[src/hdl/matrix_vector_multiply_assert.svh]
// Assertion macros shared by the matrix-vector multiply RTL.
`ifndef MATRIX_VECTOR_MULTIPLY_ASSERT_SVH
`define MATRIX_VECTOR_MULTIPLY_ASSERT_SVH
`ifndef SYNTH
`define MVM_ASSERT(lbl, clk, rst, prop) \
  lbl: assert property (@(posedge clk) disable iff (rst) (prop)) \
    else $error("matrix_vector_multiply: assertion failed");
`define MVM_ASSERT_NEXT(lbl, clk, rst, ante, cons) \
  lbl: assert property (@(posedge clk) disable iff (rst) (ante) |=> (cons)) \
    else $error("matrix_vector_multiply: assertion failed");
`else
`define MVM_ASSERT(lbl, clk, rst, prop)
`define MVM_ASSERT_NEXT(lbl, clk, rst, ante, cons)
`endif
`endif

[src/hdl/mvm_pkg.sv]
// Types and constants shared by the matrix-vector multiply modules.
package mvm_pkg;

  localparam int MAX_COLS_DEF = 1024;

  localparam int COL_W       = 10;
  localparam int VALUE_W     = 64;
  localparam int ROW_IDX_W   = 16;
  localparam int COLS_W      = 11;
  localparam int ROWS_W      = 17;
  localparam int CNT_W       = 17;
  localparam int CFG_INDEX_W = 2;
  localparam int CFG_DATA_W  = 32;

  localparam int COLS_RESET  = 1024;
  localparam int ROWS_RESET  = 65536;

  localparam int FIFO_DEPTH  = 8;
  localparam int FIFO_PTR_W  = $clog2(FIFO_DEPTH);
  localparam int FIFO_CNT_W  = $clog2(FIFO_DEPTH + 1);
  localparam int PEND_W      = 2;

  typedef enum logic [CFG_INDEX_W-1:0] {
    REG_COLS_IN_USE = 2'd0,
    REG_ROWS_IN_USE = 2'd1
  } cfg_reg_t;

  typedef enum logic {
    OP_LOAD   = 1'b0,
    OP_MATRIX = 1'b1
  } op_t;

  typedef struct packed {
    logic               op;
    logic [COL_W-1:0]   col;
    logic [VALUE_W-1:0] value;
  } in_t;

  typedef struct packed {
    logic [VALUE_W-1:0]   row_sum;
    logic [ROW_IDX_W-1:0] row_index;
  } out_t;

  typedef struct packed {
    logic valid;
    logic last;
  } mac_ctl_t;

endpackage

[src/hdl/mvm_out_fifo.sv]
// Result queue between the accumulator and the output channel.
`include "matrix_vector_multiply_assert.svh"
module mvm_out_fifo (
  input  logic                            clk,
  input  logic                            rst,
  input  logic                            push,
  input  mvm_pkg::out_t                   push_data,
  output logic                            out_valid,
  input  logic                            out_stall,
  output mvm_pkg::out_t                   out_data,
  output logic [mvm_pkg::FIFO_CNT_W-1:0]  count
);
  import mvm_pkg::*;

  out_t                  entries [FIFO_DEPTH];
  logic [FIFO_PTR_W-1:0] wr_ptr;
  logic [FIFO_PTR_W-1:0] rd_ptr;
  logic                  pop;

  assign out_valid = count != '0;
  assign out_data  = entries[rd_ptr];
  assign pop       = out_valid && !out_stall;

  always_ff @(posedge clk) begin
    if (push) begin
      entries[wr_ptr] <= push_data;
    end
  end

  always_ff @(posedge clk) begin
    if (rst) begin
      wr_ptr <= '0;
      rd_ptr <= '0;
      count  <= '0;
    end else begin
      if (push) begin
        wr_ptr <= (wr_ptr == FIFO_PTR_W'(FIFO_DEPTH - 1)) ? '0 : wr_ptr + 1'b1;
      end
      if (pop) begin
        rd_ptr <= (rd_ptr == FIFO_PTR_W'(FIFO_DEPTH - 1)) ? '0 : rd_ptr + 1'b1;
      end
      count <= count + FIFO_CNT_W'(push) - FIFO_CNT_W'(pop);
    end
  end

  `MVM_ASSERT(a_no_overflow, clk, rst, !(push && !pop && count == FIFO_CNT_W'(FIFO_DEPTH)))

endmodule

[config.mk]
export PLATFORM = sky130hd
export DESIGN_NAME = mvm_out_fifo
export DESIGN_NICKNAME = d
export VERILOG_FILES = /design/src/hdl/mvm_pkg.sv /design/src/hdl/mvm_out_fifo.sv
export VERILOG_INCLUDE_DIRS = /design/src /design/src/hdl
export SDC_FILE = /design/constraint.sdc
export NUM_CORES = 1
export LEC_CHECK = 0
export CAP_MARGIN = 20
export CORE_MARGIN = 3
export CORE_UTILIZATION = 40
export CTS_BUF_LIST = sky130_fd_sc_hd__clkbuf_8
export DETAILED_ROUTE_END_ITERATION = 16
export DONT_BUFFER_PORTS = 1
export PLACE_DENSITY = 0.59
export SYNTH_ARGS = -nofsm -noshare
export SYNTH_HDL_FRONTEND = slang
export SYNTH_SLANG_ARGS = --single-unit
[constraint.sdc]
create_clock -name clk -period 9.45 [get_ports clk]
set_clock_uncertainty 0.05 [all_clocks]
set_input_delay 0.4725 -clock clk [delete_from_list [all_inputs] [get_ports clk]]
set_output_delay 0.4725 -clock clk [all_outputs]
set_load 0.05 [all_outputs]
==> results of run 1 <==
[power by group through the flow]
| stage | clock network (mW) | logic, mW | registers (mW) |
|---|---|---|---|
| after floorplan | 0 | 0.866 | 3.36 |
| after global placement | 0 | 0.952 | 3.40 |
| after detailed placement | 0 | 0.955 | 3.41 |
| after CTS | 2.36 | 1.02 | 3.35 |
| after global routing | 2.49 | 1.06 | 3.35 |
| final | 2.28 | 0.999 | 3.34 |
[worst max-delay path, delay by kind of cell (launching register included)]
kind     cells  cell delay [ns]
mux          2             0.99
flops        1             0.88
buf+inv      2             1.51
[area by class of cell]
cell class / instances / area, um^2
clock buffer: 109 / 1500
multi-input combinational: 296 / 4930
sequential: 653 / 19500
antenna: 6 / 15.0
clock inverter: 84 / 495
fill: 4989 / 32300
tap: 782 / 978
timing repair buffer: 106 / 1010
inverter: 6 / 22.5
[cell usage in the layout, fill, tap and decap left out, types with 5 or more instances in the layout]
master,instances
a21oi_1,9
buf_4,22
clkbuf_8,109
clkinv_1,31
clkinv_2,14
dfxtp_1,10
diode_2,6
dlygate4sd3_1,84
edfxtp_1,640
ha_1,8
inv_1,31
mux2_2,80
mux4_2,160
nand2b_1,5
nor2_1,5
nor2_4,6
[state kept, by name, summed over array words and instances, names as in the netlist, named ones only]
signal	count
count	4
entries	640
rd_ptr	3
wr_ptr	3
[cells by family after synthesis]
group                    Yosys count  share of synthesized area
adder cells (fa/ha/maj)            9                    0.00487
AND/OR/NAND/NOR                   31                    0.00629
multiplexers                     242                      0.184
AO/OA/AOI/OAI                     13                    0.00279
XOR/XNOR                           1                   0.000355
buffers and inverters             52                     0.0121
flip-flops                       653                      0.790
[per-layer routing]
layer  track usage  routed length [um]  part of all wire  vias up
met5             0                  14           0.00029        -
met4        0.0557                1270             0.026        2
met3        0.0422                2800             0.057       97
met2         0.244               23800              0.49      271
met1         0.208               21100              0.43     5659
li1              -                   -                 -     4639
[path summary, 6_finish.rpt]
path / slack (ns) / start / endpoint
min reg2reg: 0.49 / rd_ptr[0] / rd_ptr[0]
max: 4.76 / flip-flop / out_data[71]
min: 0.09 / out_stall / count[0]
max reg2reg: 6.51 / wr_ptr[1] / entries[6][77]
==> results.md, run 1 <==
* Vias at around 11000
* Netlist Area Pre-Place at 24700 um^2
* Worst relative slew slack at 0.281
* # port buffers at 0
* Avg Vias per Cell at 5.22
* Initial antenna violation count at 7
* DIE AREA at 64600 um^2
* Remaining Overflow, GRT at 0
* Initial Util at 0.406
* Static Leakage at 8.79 nW
* Post-DP HPWL at 25000 um
* Post-Place Cells at between 1500 and 2000
* Outcome: finished, final reports clean
* Total Power at 6.62 mW
* Post-CTS setup buffers at 0
* Final setup viols at 0
* Number of global-route vias before repair at between 10000 and 15000
* CTS tree: yes
* Hold Slack at 0.0931 ns
* Routed WL at between 40000 and 50000 um
* P&R area growth vs syn at 15.4%
* Remaining DRCs at 0
* Logic pwr share at 0.151
* Gr usage total at 0.154
* Max-cap violations at 0
* Hold buffers post-CTS at 84
* Synth cell types at 27
* Synth top area cells: edfxtp_1, mux4_2, mux2_2
* RSZ-0062 raised after global routing: no
* Crit path cell chain: buf_4 > buf_4 > mux4_2 > mux2_2
* Psw at 1.85 mW
* Synth warnings at 0
* Avg WL per Cell at 24.0 um
* Critical path fanouts, max at 41
* CTS Buf Count at 105
* CP startpoint kind: flip-flop
* Worst stage delay on the critical path at 0.88 ns
* Final nets at 1261
* Primary FF master, synth: edfxtp_1
* H-tree depth at 3
* Clock Power Share at 0.344
* Yosys top cell area share at 0.780
* CTS max path bufs at 3
* Final GP Congestion at 0.700
* Clock-pin slew on the worst setup and hold paths at roughly 0.06 ns
* Height of the chip at 254 um
* Critical path arrival at 4.17 ns
* Tcrit/Tclk final at 0.496
* Critical Path Sink Type: primary output
* Hold Crit Class: input pin to flip-flop
* Slowest-stage cell, CP: dfxtp_4
* Core Box Area at 60700 um^2
* Setup ws final at 4.76 ns
* First-pass DRT Iterations at 6
* Core Util, Final at 0.469
* Critical path's most frequent cell: buf_4
* Root buffer cell: clkbuf_8
* Synth cell count leaders: edfxtp_1, mux4_2, mux2_2, buf_2, clkbuf_1
* Layout cell share with drive strength beyond 1 at 0.328
* Reg power frac at 0.505
* Sequential share of the synthesized area at 0.790
* Pre-CTS setup slack at roughly 5.3 ns
* Pint at 4.78 mW
* Pwr dens at 233 nW/um^2
* Final TNS setup at 0 ns
* Fmax achieved at 213 MHz
* Post-synth top area cell: edfxtp_1
* Post-route ant nets at 0
* Syn avg cell area at about 25 um^2
* Finished Layout Cells at 2042
* DRT iter0 DRCs at 849
* Worst-Margin Slew at ~1.1 ns
* R2r worst-path depth at 3
* Later-pin clock latency in the skew report at 0.68 ns
* Final hold vios at 0
* Post_cts resized at 0
* Req. time, crit path at ~9 ns
* Max IR drop VDD at 0.000135 V
* Post-route cell area at 28400 um^2
* Synth async-reset ratio at 0
* Final critical-path required period at 4.69 ns
* Mapped Nets at around 1100
* Count leader, synth: edfxtp_1
* FP Rows at 90
* Net Sw Frac at 0.279
* First-pass GRT wire length at 73400 um
* Slew Limit Fails at 0
* Number of synthesized register bits at ~650
* Total I/O pin count at ~170
* Die Width at 254 um
* Cells after Synth at roughly 1000
* Largest net degree at the start of global routing at 63
* Clk sink count at 653
* Post-synth EDFFs at 640
* WS Path Type: flip-flop to primary output
* Hold depth at 4
* Area after DPL at 25600 um^2
Power figures use the tool's default switching activity.
==> run 2: changes to the inputs <==
Clock period 9.45 ns to 4.5 ns, I/O delays scaled along.
==> results.md, run 2 (synthesis results as in run 1) <==
* Outcome: finished, final reports clean (unchanged)
* Initial antenna violation count at 5 (was 7)
* Req. time, crit path at 4.22 ns (was 8.93 ns)
* Slew Limit Fails at 0 (unchanged)
* First-pass GRT wire length at 73500 um (was 73400 um)
* Later-pin clock latency in the skew report at 0.68 ns (about the same)
* Psw at 3.88 mW (was 1.85 mW)
* Clock Power Share at 0.341 (was 0.344)
* RSZ-0062 raised after global routing: no (unchanged)
* Final hold vios at 0 (unchanged)
* Crit path cell chain: buf_12 > mux4_2 > mux2_2 (was buf_4 > buf_4 > mux4_2 > mux2_2)
* CTS max path bufs at 3 (unchanged)
* Avg Vias per Cell at 5.26 (was 5.22)
* Post-route ant nets at 0 (unchanged)
* Final TNS setup at 0 ns (unchanged)
* Avg WL per Cell at 24.1 um (was 24.0 um)
* Final setup viols at 0 (unchanged)
* Hold Crit Class: input pin to flip-flop (unchanged)
* Max reg flops at 640 (unchanged)
* Final nets at 1274 (was 1261)
* First-pass DRT Iterations at 4 (was 6)
* Net Sw Frac at 0.279 (about the same)
* Critical path arrival at 3.05 ns (was 4.17 ns)
* Gr usage total at 0.154 (about the same)
* Most common cell after layout, fill and taps aside: edfxtp_1 (unchanged)
* Layout cell share with drive strength beyond 1 at 0.333 (was 0.328)
* Post-CTS setup buffers at 0 (unchanged)
* Die Width at 254 um (unchanged)
* DRT iter0 DRCs at 646 (was 849)
* Fmax achieved at about 300 MHz
* Pre-CTS setup slack at 1.78 ns (was 5.29 ns)
* Core Box Area at 60700 um^2 (unchanged)
* Biggest regs: entries x640, count x4 (unchanged)
* Worst stage delay on the critical path at 0.95 ns (was 0.88 ns)
* DIE AREA at 64600 um^2 (unchanged)
* Root buffer cell: clkbuf_8 (unchanged)
* Slowest-stage cell, CP: dfxtp_4 (unchanged)
* CTS Buf Count at 106 (was 105)
* Remaining DRCs at 0 (unchanged)
* Setup ws final at 1.17 ns (was 4.76 ns)
* Core Util, Final at 0.472 (was 0.469)
* H-tree depth at 3 (unchanged)
* FP Rows at 90 (unchanged)
* Static Leakage at 8.90 nW (was 8.79 nW)
* Hold Slack at 0.113 ns (was 0.0931 ns)
* Tcrit/Tclk final at 0.739
* Worst-Margin Slew at 1.02 ns (was 1.08 ns)
* Pwr dens at 486 nW/um^2 (was 233 nW/um^2)
* WS Path Type: flip-flop to primary output (unchanged)
* Height of the chip at 254 um (unchanged)
* CTS tree: yes (unchanged)
* Top reg by flops: entries (unchanged)
* P&R area growth vs syn at 16.1% (was 15.4%)
* Largest net degree at the start of global routing at 54 (was 63)
* Critical path fanouts, max at 41 (unchanged)
* Reg power frac at 0.505 (about the same)
* Routed WL at 49300 um (was 49000 um)
* Total I/O pin count at 169 (unchanged)
* Clock-pin slew on the worst setup and hold paths at 0.06 ns (about the same)
* Post-DP HPWL at 25000 um (about the same)
* Final GP Congestion at 0.679 (was 0.700)
* CP startpoint kind: flip-flop (unchanged)
* Logic pwr share at 0.154 (was 0.151)
* Number of global-route vias before repair at 11773 (was 11570)
* Final critical-path required period at 3.33 ns
* Critical Path Sink Type: primary output (unchanged)
* Pint at 10.0 mW (was 4.78 mW)
* Remaining Overflow, GRT at 0 (unchanged)
* Initial Util at 0.406 (unchanged)
* # port buffers at 0 (unchanged)
* Max-cap violations at 0 (unchanged)
* Max IR drop VDD at 0.000332 V (was 0.000135 V)
* Vias at 10793 (was 10668)
* Worst relative slew slack at 0.317 (was 0.281)
* Clk sink count at 653 (unchanged)
* Commonest non-fill, non-tap cells in the layout: edfxtp_1, mux4_2, clkbuf_8 (unchanged)
==> run 2: cell types whose count changed in the layout (fill, tap and decap cells not counted), sizes merged <==
| cell | before | now |
|---|---|---|
| inv | 36 | 43 |
| buf | 22 | 33 |
| diode | 6 | 3 |
| clkbuf | 109 | 106 |
| clkinv | 46 | 44 |
| clkinvlp | 4 | 1 |
| dlygate4sd3 | 84 | 85 |
==> run 2: layout make-up <==
cell class	count	area, um^2
clock inverter	86	510
fill	4935	32100
tap	782	978
inverter	6	22.5
multi-input combinational	296	4940
timing repair buffer	118	1210
clock buffer	106	1460
sequential	653	19500
antenna	3	7.51
==> run 2: metrics by stage <==
step                      cells  power (mW)  instance area [um^2]
after CTS                  2046        14.1                 28600
after floorplan            1001        8.87                 24700
after global placement     1769        9.19                 25800
after detailed placement   1769        9.20                 25800
final                      2050        13.9                 28600
after global routing       2049        14.5                 28600
==> run 2: worst max-delay path: cells and delay by family, from the launching register on <==
family	cells	cell delay, ns
flops	1	0.95
buf+inv	1	0.38
mux	2	0.96
==> run 2: what timing repair did <==
action / in CTS / in global routing
hold buffers: 85 / 0
resized for setup: 0 / 0
hold endpoints to repair: 653 / 0
==> run 2: worst paths after layout <==
path / startpoint / endpoint / slack, ns / cells past startpoint
min: push / entries[7][17] / 0.11 / 2
max reg2reg: count[2] / count[0] / 1.78 / 8
min reg2reg: rd_ptr[1] / rd_ptr[1] / 0.48 / 2
max: flip-flop / out_data[7] / 1.17 / 3
==> run 2: metal layers <==
metal / part of all wire / track usage / routed length, um / vias up
met1: 0.42 / 0.202 / 20700 / 5758
met3: 0.064 / 0.0437 / 3130 / 89
met5: 0.00043 / 0 / 21 / -
met4: 0.021 / 0.0465 / 1040 / 4
li1: - / - / - / 4675
met2: 0.49 / 0.253 / 24400 / 267
==> run 2: power by group through the flow <==
stage | clock (mW) | sequential (mW) | combinational, mW
floorplan | 0 | 7.05 | 1.82
global placement | 0 | 7.15 | 2.04
detailed placement | 0 | 7.16 | 2.05
CTS | 4.92 | 7.03 | 2.19
global route | 5.20 | 7.04 | 2.26
finish | 4.74 | 7.02 | 2.14
